**src/sv/fba_pkg.sv**
```systemverilog
// Package for the fixed buffer bitmap allocator: sizes, payload structs,
// register indexes, controller states and command bundle. Depends on nothing.
package fba_pkg;

  localparam int MAX_BUFFERS  = 64;
  localparam int BUFFER_BYTES = 4096;
  localparam int PAGE_SHIFT   = 12;
  localparam int BUF_SHIFT    = $clog2(BUFFER_BYTES);
  localparam int CNT_W        = $clog2(MAX_BUFFERS + 1);
  localparam int IDX_W        = (MAX_BUFFERS > 1) ? $clog2(MAX_BUFFERS) : 1;
  localparam int GRP_SIZE     = 8;
  localparam int GRP_BITS     = 3;
  localparam int NGRP         = (MAX_BUFFERS + GRP_SIZE - 1) / GRP_SIZE;
  localparam int GRP_W        = (NGRP > 1) ? $clog2(NGRP) : 1;
  localparam int PAD_BITS     = NGRP * GRP_SIZE;
  localparam int VA_W         = 32;
  localparam int PA_W         = 37;
  localparam int VPAGE_W      = 20;
  localparam int PPAGE_W      = 25;
  localparam int COUNT_W      = 7;
  localparam int CFG_W        = 25;
  localparam int CFG_IDX_W    = 2;

  typedef enum logic [CFG_IDX_W-1:0] {
    REG_VIRT_BASE = 2'd0,
    REG_PHYS_BASE = 2'd1,
    REG_COUNT     = 2'd2
  } cfg_reg_t;

  typedef enum logic {
    OP_ALLOC = 1'b0,
    OP_FREE  = 1'b1
  } op_t;

  typedef struct packed {
    logic            op;
    logic [VA_W-1:0] free_va;
  } in_t;

  typedef struct packed {
    logic            failed;
    logic [VA_W-1:0] buf_va;
    logic [PA_W-1:0] buf_pa;
  } out_t;

  typedef enum logic [1:0] {
    ST_IDLE,
    ST_SCAN,
    ST_PICK,
    ST_FREE
  } state_t;

  typedef struct packed {
    logic capture;
    logic scan;
    logic pick;
    logic free_apply;
  } ctrl_cmd_t;

endpackage

```
**src/sv/fba_ctrl.sv**
```systemverilog
// Controller state machine of the allocator: sequences scan, pick and free.
// Depends on fba_pkg for the state type and the command struct.
module fba_ctrl (
  input  logic              clk,
  input  logic              rst,
  input  logic              start,
  input  logic              op,
  output logic              busy,
  output fba_pkg::ctrl_cmd_t cmd
);

  fba_pkg::state_t state, state_next;

  always_ff @(posedge clk) begin
    if (rst) begin
      state <= fba_pkg::ST_IDLE;
    end else begin
      state <= state_next;
    end
  end

  always_comb begin
    state_next = state;
    unique case (state)
      fba_pkg::ST_IDLE: begin
        if (start) begin
          state_next = (op == fba_pkg::OP_FREE) ? fba_pkg::ST_FREE : fba_pkg::ST_SCAN;
        end
      end
      fba_pkg::ST_SCAN: state_next = fba_pkg::ST_PICK;
      fba_pkg::ST_PICK: state_next = fba_pkg::ST_IDLE;
      fba_pkg::ST_FREE: state_next = fba_pkg::ST_IDLE;
      default:          state_next = fba_pkg::ST_IDLE;
    endcase
  end

  always_comb begin
    cmd  = '0;
    busy = 1'b1;
    unique case (state)
      fba_pkg::ST_IDLE: begin
        busy        = 1'b0;
        cmd.capture = start;
      end
      fba_pkg::ST_SCAN: cmd.scan = 1'b1;
      fba_pkg::ST_PICK: cmd.pick = 1'b1;
      fba_pkg::ST_FREE: cmd.free_apply = 1'b1;
      default:          busy = 1'b1;
    endcase
  end

endmodule

```
**src/sv/fba_dp.sv**
```systemverilog
// Datapath of the allocator: configuration registers, free map, two-level
// lowest-free search, address adders and the result register. Depends on fba_pkg.
module fba_dp (
  input  logic                        clk,
  input  logic                        rst,
  input  fba_pkg::ctrl_cmd_t          cmd,
  input  fba_pkg::in_t                item,
  input  logic                        cfg_we,
  input  logic [fba_pkg::CFG_IDX_W-1:0] cfg_index,
  input  logic [fba_pkg::CFG_W-1:0]   cfg_data,
  output logic                        done,
  output fba_pkg::out_t               result
);

  logic [fba_pkg::VPAGE_W-1:0]     virt_base_page;
  logic [fba_pkg::PPAGE_W-1:0]     phys_base_page;
  logic [fba_pkg::COUNT_W-1:0]     buffer_count;
  logic [fba_pkg::MAX_BUFFERS-1:0] free_map;
  logic [fba_pkg::VA_W-1:0]        free_va;
  logic [fba_pkg::PAD_BITS-1:0]    cand;
  logic [fba_pkg::NGRP-1:0]        grp_any;

  logic [fba_pkg::CNT_W-1:0]       live_count;
  logic [fba_pkg::PAD_BITS-1:0]    cand_next;
  logic [fba_pkg::NGRP-1:0]        grp_any_next;
  logic [fba_pkg::GRP_W-1:0]       grp_sel;
  logic [fba_pkg::GRP_SIZE-1:0]    grp_bits;
  logic [fba_pkg::GRP_BITS-1:0]    bit_sel;
  logic                            hit;
  logic [fba_pkg::CNT_W-1:0]       slot;
  logic [fba_pkg::VA_W-1:0]        va_base;
  logic [fba_pkg::PA_W-1:0]        pa_base;
  logic [fba_pkg::VA_W-1:0]        diff;
  logic                            free_ok;

  always_comb begin
    live_count = (32'(buffer_count) > 32'(fba_pkg::MAX_BUFFERS))
               ? fba_pkg::CNT_W'(fba_pkg::MAX_BUFFERS) : fba_pkg::CNT_W'(buffer_count);
    cand_next = '0;
    for (int i = 0; i < fba_pkg::MAX_BUFFERS; i++) begin
      cand_next[i] = free_map[i] && (32'(i) < 32'(live_count));
    end
    for (int g = 0; g < fba_pkg::NGRP; g++) begin
      grp_any_next[g] = |cand_next[g*fba_pkg::GRP_SIZE +: fba_pkg::GRP_SIZE];
    end
  end

  always_comb begin
    grp_sel = '0;
    for (int g = fba_pkg::NGRP - 1; g >= 0; g--) begin
      if (grp_any[g]) begin
        grp_sel = fba_pkg::GRP_W'(g);
      end
    end
    grp_bits = cand[32'(grp_sel)*fba_pkg::GRP_SIZE +: fba_pkg::GRP_SIZE];
    bit_sel  = '0;
    for (int b = fba_pkg::GRP_SIZE - 1; b >= 0; b--) begin
      if (grp_bits[b]) begin
        bit_sel = fba_pkg::GRP_BITS'(b);
      end
    end
    hit  = |grp_any;
    slot = hit ? ((fba_pkg::CNT_W'(grp_sel) << fba_pkg::GRP_BITS) | fba_pkg::CNT_W'(bit_sel))
               : live_count;
    va_base = {virt_base_page, {fba_pkg::PAGE_SHIFT{1'b0}}};
    pa_base = {phys_base_page, {fba_pkg::PAGE_SHIFT{1'b0}}};
  end

  always_comb begin
    diff    = free_va - va_base;
    free_ok = (free_va >= va_base)
           && (free_va[fba_pkg::BUF_SHIFT-1:0] == '0)
           && ((diff >> fba_pkg::BUF_SHIFT) < 32'(live_count));
  end

  always_ff @(posedge clk) begin
    if (rst) begin
      virt_base_page <= '0;
      phys_base_page <= '0;
      buffer_count   <= '0;
      free_map       <= '1;
      done           <= 1'b0;
    end else begin
      done <= cmd.pick;
      if (cfg_we) begin
        unique case (cfg_index)
          fba_pkg::REG_VIRT_BASE: virt_base_page <= cfg_data[fba_pkg::VPAGE_W-1:0];
          fba_pkg::REG_PHYS_BASE: phys_base_page <= cfg_data[fba_pkg::PPAGE_W-1:0];
          fba_pkg::REG_COUNT: begin
            buffer_count <= cfg_data[fba_pkg::COUNT_W-1:0];
            free_map     <= '1;
          end
          default: ;
        endcase
      end
      if (cmd.pick && hit) begin
        free_map[slot[fba_pkg::IDX_W-1:0]] <= 1'b0;
      end
      if (cmd.free_apply && free_ok) begin
        free_map[diff[fba_pkg::BUF_SHIFT +: fba_pkg::IDX_W]] <= 1'b1;
      end
    end
  end

  always_ff @(posedge clk) begin
    if (cmd.capture) begin
      free_va <= item.free_va;
    end
    if (cmd.scan) begin
      cand    <= cand_next;
      grp_any <= grp_any_next;
    end
    if (cmd.pick) begin
      result.failed <= !hit;
      result.buf_va <= va_base + (fba_pkg::VA_W'(slot) << fba_pkg::BUF_SHIFT);
      result.buf_pa <= pa_base + (fba_pkg::PA_W'(slot) << fba_pkg::BUF_SHIFT);
    end
  end

endmodule

```
**src/sv/fixed_buffer_bitmap_allocator.sv**
```systemverilog
// Top level of the fixed buffer bitmap allocator: joins controller and datapath.
// Depends on fba_pkg, fba_ctrl and fba_dp.
//
// Usage: an item is taken at a rising edge with start high and busy low.
// An allocate item (op 0) searches the free map for the lowest free buffer
// below the buffer count, marks it used and returns its virtual and physical
// addresses; failed is set when no buffer is free. A free item (op 1) marks
// the buffer at free_va free when the address is aligned, at or above the
// virtual base and below the count; it returns nothing.
// An allocate passes through the scan and pick states; done is registered
// from the pick state together with the result and is high for one cycle.
// Busy is high in the scan, pick and free states, so no new item is taken
// while an allocate or a free is still in its states.
// The two-level search is split over the states: scan masks the map and
// reduces it to group flags, pick picks group and bit and adds the offset.
// The receiver cannot stall: each result transfer happens in its done cycle.
// Configuration: cfg_we writes register cfg_index at once; write only while
// idle, which the block itself does not enforce; writing the count marks
// every buffer free. Reset clears the registers and marks every buffer free.
module fixed_buffer_bitmap_allocator (
  input  logic                          clk,
  input  logic                          rst,
  input  logic                          start,
  output logic                          busy,
  input  fba_pkg::in_t                  item,
  input  logic                          cfg_we,
  input  logic [fba_pkg::CFG_IDX_W-1:0] cfg_index,
  input  logic [fba_pkg::CFG_W-1:0]     cfg_data,
  output logic                          done,
  output fba_pkg::out_t                 result
);

  fba_pkg::ctrl_cmd_t cmd;

  fba_ctrl u_ctrl (
    .clk   (clk),
    .rst   (rst),
    .start (start),
    .op    (item.op),
    .busy  (busy),
    .cmd   (cmd)
  );

  fba_dp u_dp (
    .clk       (clk),
    .rst       (rst),
    .cmd       (cmd),
    .item      (item),
    .cfg_we    (cfg_we),
    .cfg_index (cfg_index),
    .cfg_data  (cfg_data),
    .done      (done),
    .result    (result)
  );

endmodule

```
**config.mk**
```make
export PLATFORM = sky130hd
export DESIGN_NAME = fixed_buffer_bitmap_allocator
export DESIGN_NICKNAME = d
export VERILOG_FILES = /design/src/sv/fba_pkg.sv /design/src/sv/fba_ctrl.sv /design/src/sv/fba_dp.sv /design/src/sv/fixed_buffer_bitmap_allocator.sv
export SDC_FILE = /design/constraint.sdc
export NUM_CORES = 1
export LEC_CHECK = 0
export ABC_AREA = 1
export BUFFER_PORTS_ARGS = -buffer_cell sky130_fd_sc_hd__buf_2
export CAP_MARGIN = 15
export CORE_AREA = 2 2 164 166
export DETAILED_ROUTE_END_ITERATION = 8
export DIE_AREA = 0 0 166 168
export HOLD_SLACK_MARGIN = 0.12
export PLACE_DENSITY = 0.74
export REMOVE_ABC_BUFFERS = 1
export SYNTH_ARGS = -nofsm -noshare
export SYNTH_HDL_FRONTEND = slang
export SYNTH_SLANG_ARGS = --single-unit
```
**constraint.sdc**
```tcl
create_clock -name clk -period 5 [get_ports clk]
set_input_delay 1 -clock clk [delete_from_list [all_inputs] [get_ports clk]]
set_output_delay 1 -clock clk [all_outputs]
set_load 0.02 [all_outputs]
```
==> impl_metrics.json, run 1 <==
{
  "syn_inst": 1705,
  "viasPerCell": 5.65,
  "setup_viol": 0,
  "clockBufferDepth": 3,
  "hold_path.startpoint": "u_dp.phys_base_page[2]",
  "core_region_area_sq_um": 26400,
  "ys_seq_area_share_pct": 48.4,
  "drt_iter0_markers": 1614,
  "tns_ps": 0,
  "area_growth_pct": 12.0,
  "grt_pass1_vias": 11418,
  "wirelength_um": 39900,
  "place_inst": 2117,
  "grt_setup_unrepaired": "yes",
  "rr_startpoint": "u_dp.grp_any[5]",
  "r2r_end": "u_dp.result[34]",
  "worst_pin_slew_ps": 1180,
  "hold_ws_ps": 455,
  "synth_area_leaders": "edfxtp_1 32%, dfxtp_1 17%, nand2_1 7.8%",
  "route.detailed.drc": 0,
  "cts_num_sinks": 269,
  "syn_avg_cell_area_sq_um": 8.34,
  "cts_buffers": 28,
  "whs_path_depth": 2,
  "yosys.cell_count.top_type": "nand2_1",
  "yosys-top-cells-count": "294 x nand2_1, 199 x inv_1, 172 x a21oi_1",
  "finalCriticalPeriod_ps": 4550,
  "synth_top_cell_by_area": "edfxtp_1",
  "fillers": 2358,
  "ys_ff_latch": 269,
  "synth.distinct_cells": 50,
  "wl_per_cell_um": 18.4,
  "cts_tree": "done",
  "ant_nets": 0,
  "slew_headroom_pct": 21.0,
  "insertion_delay_ps": 550,
  "slowest_delay_ps": 420,
  "max_clock_freq_mhz": 220,
  "required_ps": 5290,
  "crit_path_end_kind": "flip-flop",
  "yosysTopAreaCellShare_pct": 31.7,
  "fp.dieArea_sq_um": 27900,
  "seqCellArea_sq_um": 6890,
  "cp_common_cell": "nand2_1",
  "setup_ws_ps": 449,
  "fin_util_pct": 60.5,
  "post_cts_resized": 0,
  "worstPathArrival_ps": 4840,
  "path_clk_slew_ps": 60,
  "drv_slew": 0,
  "drive_gt1_share_pct": 12.7,
  "port_buffers": 111,
  "async_flop_share_pct": 0,
  "p_leak_nw": 6.74,
  "multi_input_area_sq_um": 6180,
  "ys.flop_type": "edfxtp_1",
  "boundaryPins": 136,
  "vias": 12258,
  "cp-start-kind": "flip-flop",
  "worstPathMaxFanout": 22,
  "fin_worst_skew_ps": 15.7,
  "cts_root_buffer": "clkbuf_16",
  "ir_worst_vdd_uv": 339,
  "fin_nets": 1914,
  "cts_max_level": 1,
  "start_util_pct": 54.0,
  "hold_path.class": "reg2reg",
  "crit_slowest_cell": "edfxtp_1",
  "grt_util_all_layers_pct": 28.1,
  "synth.yosys.warnings": 0,
  "synth_edf_count": 150,
  "hold_viol_final": 0,
  "rows": 60,
  "drv_cap": 0,
  "holdPathEnd": "u_dp.phys_base_page[2]",
  "r2r_slack_ps": 450,
  "post-cts-setup-buffer-count": 0,
  "fin_area_sq_um": 15900,
  "total_power_mw": 5.33,
  "grt_max_degree": 65,
  "dp_slack_ps": 156,
  "netlist_area_sq_um": 14200,
  "die_h_um": 168,
  "path_class": "reg2reg",
  "cts_hold_buf": 0,
  "fin_cells": 2171,
  "hpwl_um": 29200,
  "antenna_found_initial": 2,
  "dr.pass1.iters": 6,
  "rr_worst_depth": 37,
  "dpl_cell_area_sq_um": 15000,
  "status": "finished, final reports clean",
  "grt-ovfl-total": 0,
  "fin_crit_sh_pct": 91.0,
  "grt_pass1_wl_um": 62500,
  "die_w_um": 166,
  "pwr_density_cell_nw_per_um2": 335,
  "gp_congestion": 1.01
}
## layout make-up
type	instances	share of cell area [%]
sequential	269	43.2
tap	341	2.68
timing repair buffer	132	4.60
clock buffer	40	5.26
clock inverter	11	0.377
multi-input combinational	1164	38.8
inverter	212	5.03
antenna	2	0.0314
## worst max-delay path by stage
stage | slack [ps] | cells after the start | from | endpoint
2_1_floorplan | -100 | 32 | u_dp.grp_any[0] | u_dp.result[34]
3_3_place_gp | 360 | 38 | u_dp.grp_any[6] | u_dp.result[34]
3_5_place_dp | 160 | 38 | u_dp.grp_any[6] | u_dp.result[34]
4_1_cts | 180 | 38 | u_dp.grp_any[6] | u_dp.result[34]
5_1_grt | -50 | 37 | u_dp.grp_any[5] | u_dp.result[34]
6_report | 450 | 37 | u_dp.grp_any[5] | u_dp.result[34]
## registers in the layout, summed over array words and instances, names as in the netlist
| register | count |
|---|---|
| u_dp.result | 46 |
| u_ctrl.state | 2 |
| u_dp.free_map | 64 |
| u_dp.buffer_count | 7 |
| u_dp.free_va | 32 |
| u_dp.cand | 64 |
| u_dp.grp_any | 8 |
| u_dp.done | 1 |
| u_dp.virt_base_page | 20 |
| u_dp.phys_base_page | 25 |
## cells by family after synthesis
kind of cell	Yosys count	share of synthesized area, %
compound gates	335	12.7
flops	269	48.4
xor+xnor	50	3.08
other cells	1	0.0264
buf+inv	295	9.08
fa+ha+maj	43	3.94
simple gates	712	22.8
## report_power, final
group | switching [mW] | leakage [nW] | internal [mW]
clock network | 0.869 | 0.442 | 1.16
registers | 0.0438 | 2.38 | 2.45
logic | 0.578 | 3.91 | 0.231
## worst max-delay path: cells and delay by family (launching register included)
| family | cells | cell delay, ps |
|---|---|---|
| compound gates | 4 | 530 |
| xor+xnor | 1 | 70 |
| buf+inv | 4 | 470 |
| flops | 1 | 420 |
| simple gates | 26 | 2260 |
| fa+ha+maj | 2 | 580 |
## routing by layer
| metal | GRT usage (%) | share of wire (%) | up-vias |
|---|---|---|---|
| li1 | - | - | 5898 |
| met1 | 41.6 | 43 | 5638 |
| met2 | 42.9 | 44 | 643 |
| met3 | 4.96 | 11 | 79 |
| met4 | 7.30 | 2.6 | 0 |
| met5 | 0 | 0 | - |
## layout by cell type (no fill, tap or decap), types with 5 or more instances in the layout
| cell type | instances |
|---|---|
| nand2_1 | 294 |
| buf_4 | 20 |
| ha_1 | 40 |
| nor3_1 | 22 |
| nor2_2 | 6 |
| conb_1 | 24 |
| clkinv_1 | 6 |
| xor2_1 | 46 |
| clkinv_2 | 6 |
| a21oi_1 | 172 |
| inv_2 | 8 |
| o21ai_1 | 26 |
| o211ai_1 | 5 |
| nand4_1 | 35 |
| nand2_2 | 9 |
| nand3_1 | 137 |
| inv_1 | 199 |
| edfxtp_1 | 150 |
| nor2_1 | 146 |
| clkbuf_1 | 5 |
| clkbuf_16 | 30 |
| buf_2 | 111 |
| o21ai_0 | 105 |
| dfxtp_1 | 119 |
| nand3b_1 | 18 |
| clkbuf_8 | 5 |
| nor4_1 | 19 |
| a211oi_1 | 7 |
No activity file was read; power rests on OpenSTA's default activity.
==> run 2, diff against run 1 <==
--- a/config.mk
+++ b/config.mk
@@ -5,12 +5,12 @@
 export SDC_FILE = /design/constraint.sdc
 export NUM_CORES = 1
 export LEC_CHECK = 0
-export ABC_AREA = 1
+export ABC_AREA = 0
 export BUFFER_PORTS_ARGS = -buffer_cell sky130_fd_sc_hd__buf_2
 export CAP_MARGIN = 15
-export CORE_AREA = 2 2 164 166
+export CORE_AREA = 2 2 162 164
 export DETAILED_ROUTE_END_ITERATION = 8
-export DIE_AREA = 0 0 166 168
+export DIE_AREA = 0 0 164 166
 export HOLD_SLACK_MARGIN = 0.12
 export PLACE_DENSITY = 0.74
 export REMOVE_ABC_BUFFERS = 1
==> impl_metrics.json, run 2 <==
{
  "status": "finished, final reports clean",
  "wl_per_cell_um": 21.5,
  "drv_cap": 0,
  "clockBufferDepth": 3,
  "viasPerCell": 6.09,
  "die_w_um": 164,
  "synth_edf_count": 150,
  "antenna_found_initial": 0,
  "die_h_um": 166,
  "port_buffers": 111,
  "ys_ff_latch": 269,
  "drt_iter0_markers": 1193,
  "synth.distinct_cells": 82,
  "required_ps": 5310,
  "place_inst": 1859,
  "worstPathMaxFanout": 7,
  "fin_area_sq_um": 16100,
  "fp.dieArea_sq_um": 27200,
  "grt_pass1_vias": 11099,
  "syn_avg_cell_area_sq_um": 9.76,
  "grt_util_all_layers_pct": 29.9,
  "insertion_delay_ps": 570,
  "synth.yosys.warnings": 0,
  "grt_pass1_wl_um": 62600,
  "rows": 59,
  "slew_headroom_pct": 24.7,
  "syn_inst": 1413,
  "route.detailed.drc": 0,
  "yosys.cell_count.top_type": "nand2_1",
  "max_clock_freq_mhz": 207,
  "worstPathArrival_ps": 5140,
  "drv_slew": 0,
  "p_leak_nw": 6.01,
  "start_util_pct": 53.8,
  "dpl_cell_area_sq_um": 14900,
  "dr.pass1.iters": 8,
  "synth_top_cell_by_area": "edfxtp_1",
  "cp-start-kind": "flip-flop",
  "rr_worst_depth": 22,
  "ir_worst_vdd_uv": 375,
  "finalCriticalPeriod_ps": 4830,
  "layout_commonest_cell": "nand2_1",
  "cts_hold_buf": 0,
  "worst_pin_slew_ps": 1120,
  "synth_area_leaders": "edfxtp_1 33%, dfxtp_1 17%, nand2_1 5.3%",
  "gp_congestion": 0.967,
  "whs_path_depth": 2,
  "hpwl_um": 31100,
  "drive_gt1_share_pct": 18.7,
  "async_flop_share_pct": 0,
  "cts_tree": "done",
  "tns_ps": 0,
  "core_region_area_sq_um": 25600,
  "boundaryPins": 136,
  "hold_viol_final": 0,
  "reg_top3": "u_dp.cand (64), u_dp.free_map (64), u_dp.result (46)",
  "yosysTopAreaCellShare_pct": 32.7,
  "fin_nets": 1670,
  "grt_setup_unrepaired": "yes",
  "cts_max_level": 1,
  "wirelength_um": 41300,
  "setup_viol": 0,
  "ant_nets": 0,
  "cts_root_buffer": "clkbuf_16",
  "grt-ovfl-total": 0,
  "crit_path_end_kind": "flip-flop",
  "vias": 11711,
  "fin_cells": 1922,
  "grt_max_degree": 72,
  "hold_path.class": "reg2reg",
  "area_growth_pct": 16.5,
  "fin_worst_skew_ps": 22.0,
  "cts_buffers": 29,
  "fillers": 2075,
  "path_class": "reg2reg",
  "path_clk_slew_ps": 60,
  "pwr_density_cell_nw_per_um2": 335,
  "cts_num_sinks": 269,
  "setup_ws_ps": 171,
  "layout_common_cells": "192 x nand2_1, 150 x edfxtp_1, 120 x a21oi_1",
  "ys_seq_area_share_pct": 49.9,
  "fin_crit_sh_pct": 96.6,
  "dp_slack_ps": -133,
  "netlist_area_sq_um": 13800,
  "yosys-top-cells-count": "194 x nand2_1, 150 x edfxtp_1, 125 x a21oi_1",
  "hold_ws_ps": 468,
  "ys.flop_type": "edfxtp_1"
}
## run 2: metal layers
| layer | vias to the layer above | routed length [um] | GRT usage (%) |
|---|---|---|---|
| met4 | 0 | 2030 | 13.6 |
| met1 | 5558 | 16300 | 39.3 |
| met3 | 122 | 3530 | 4.85 |
| met5 | - | 0 | 0 |
| li1 | 5460 | - | - |
| met2 | 571 | 19400 | 48.6 |
## run 2: area by class of cell
cell class              instances  area [sq um]  area share [%]
multi-input cells            1023          6460            40.2
repair buffers                188          1140            7.08
diodes                          1          2.50          0.0156
well taps                     335           419            2.61
inverters                      52           195            1.21
clock buffers                  42           827            5.15
clock inverters                12           130           0.810
flip-flops and latches        269          6890            42.9
## run 2: worst max-delay path, cell delays in order, from the launching register on
cell and delay [ps]:
edfxtp_1 450, or4_4 560, or2_4 300, or4_1 400, o31ai_1 110, nor4_2 110
buf_4 170, and2b_4 180, o311ai_4 240, nand2_2 120, ha_1 230, fa_2 360
a21oi_1 140, nor2_1 70, nor2_2 180, o21bai_1 130, a21oi_2 180, nor2b_1 70
o21ai_0 150, buf_4 150, nor2_1 80, nand3_1 120, xnor2_1 70
## run 2: what timing repair did
item	CTS	global route
gates resized for setup	6	28
pin swaps	0	8
endpoints found under the hold margin	0	0
endpoints found under the setup margin	7	88
buffers inserted	1	6
## run 2: cells by family after synthesis
family,synth area share [%]
AND/OR/NAND/NOR,17.8
AO/OA/AOI/OAI,19.3
flip-flops,49.9
buffers and inverters,4.81
XOR/XNOR,3.18
adder cells (fa/ha/maj),4.06
multiplexers,0.898
other,0.0272
## run 2: worst paths after layout
path,to,from,slack (ps)
max,u_dp.result[65],u_dp.grp_any[0],170
max reg2reg,u_dp.result[65],u_dp.grp_any[0],170
min,u_dp.phys_base_page[4],u_dp.phys_base_page[4],470
min reg2reg,u_dp.phys_base_page[4],u_dp.phys_base_page[4],470
## run 2: report_power, final
part / leakage, nW / internal [mW] / switching [mW]
Sequential: 2.42 / 2.43 / 0.0418
Combinational: 3.10 / 0.264 / 0.506
Clock: 0.481 / 1.26 / 0.882
Total: 6.01 / 3.95 / 1.43
## run 2: through the flow
step,power (mW),util [%]
2_1_floorplan,2.96,-
3_3_place_gp,3.24,58.3
3_5_place_dp,3.25,58.3
4_1_cts,5.38,62.1
5_1_grt,5.56,62.7
6_report,5.38,62.7
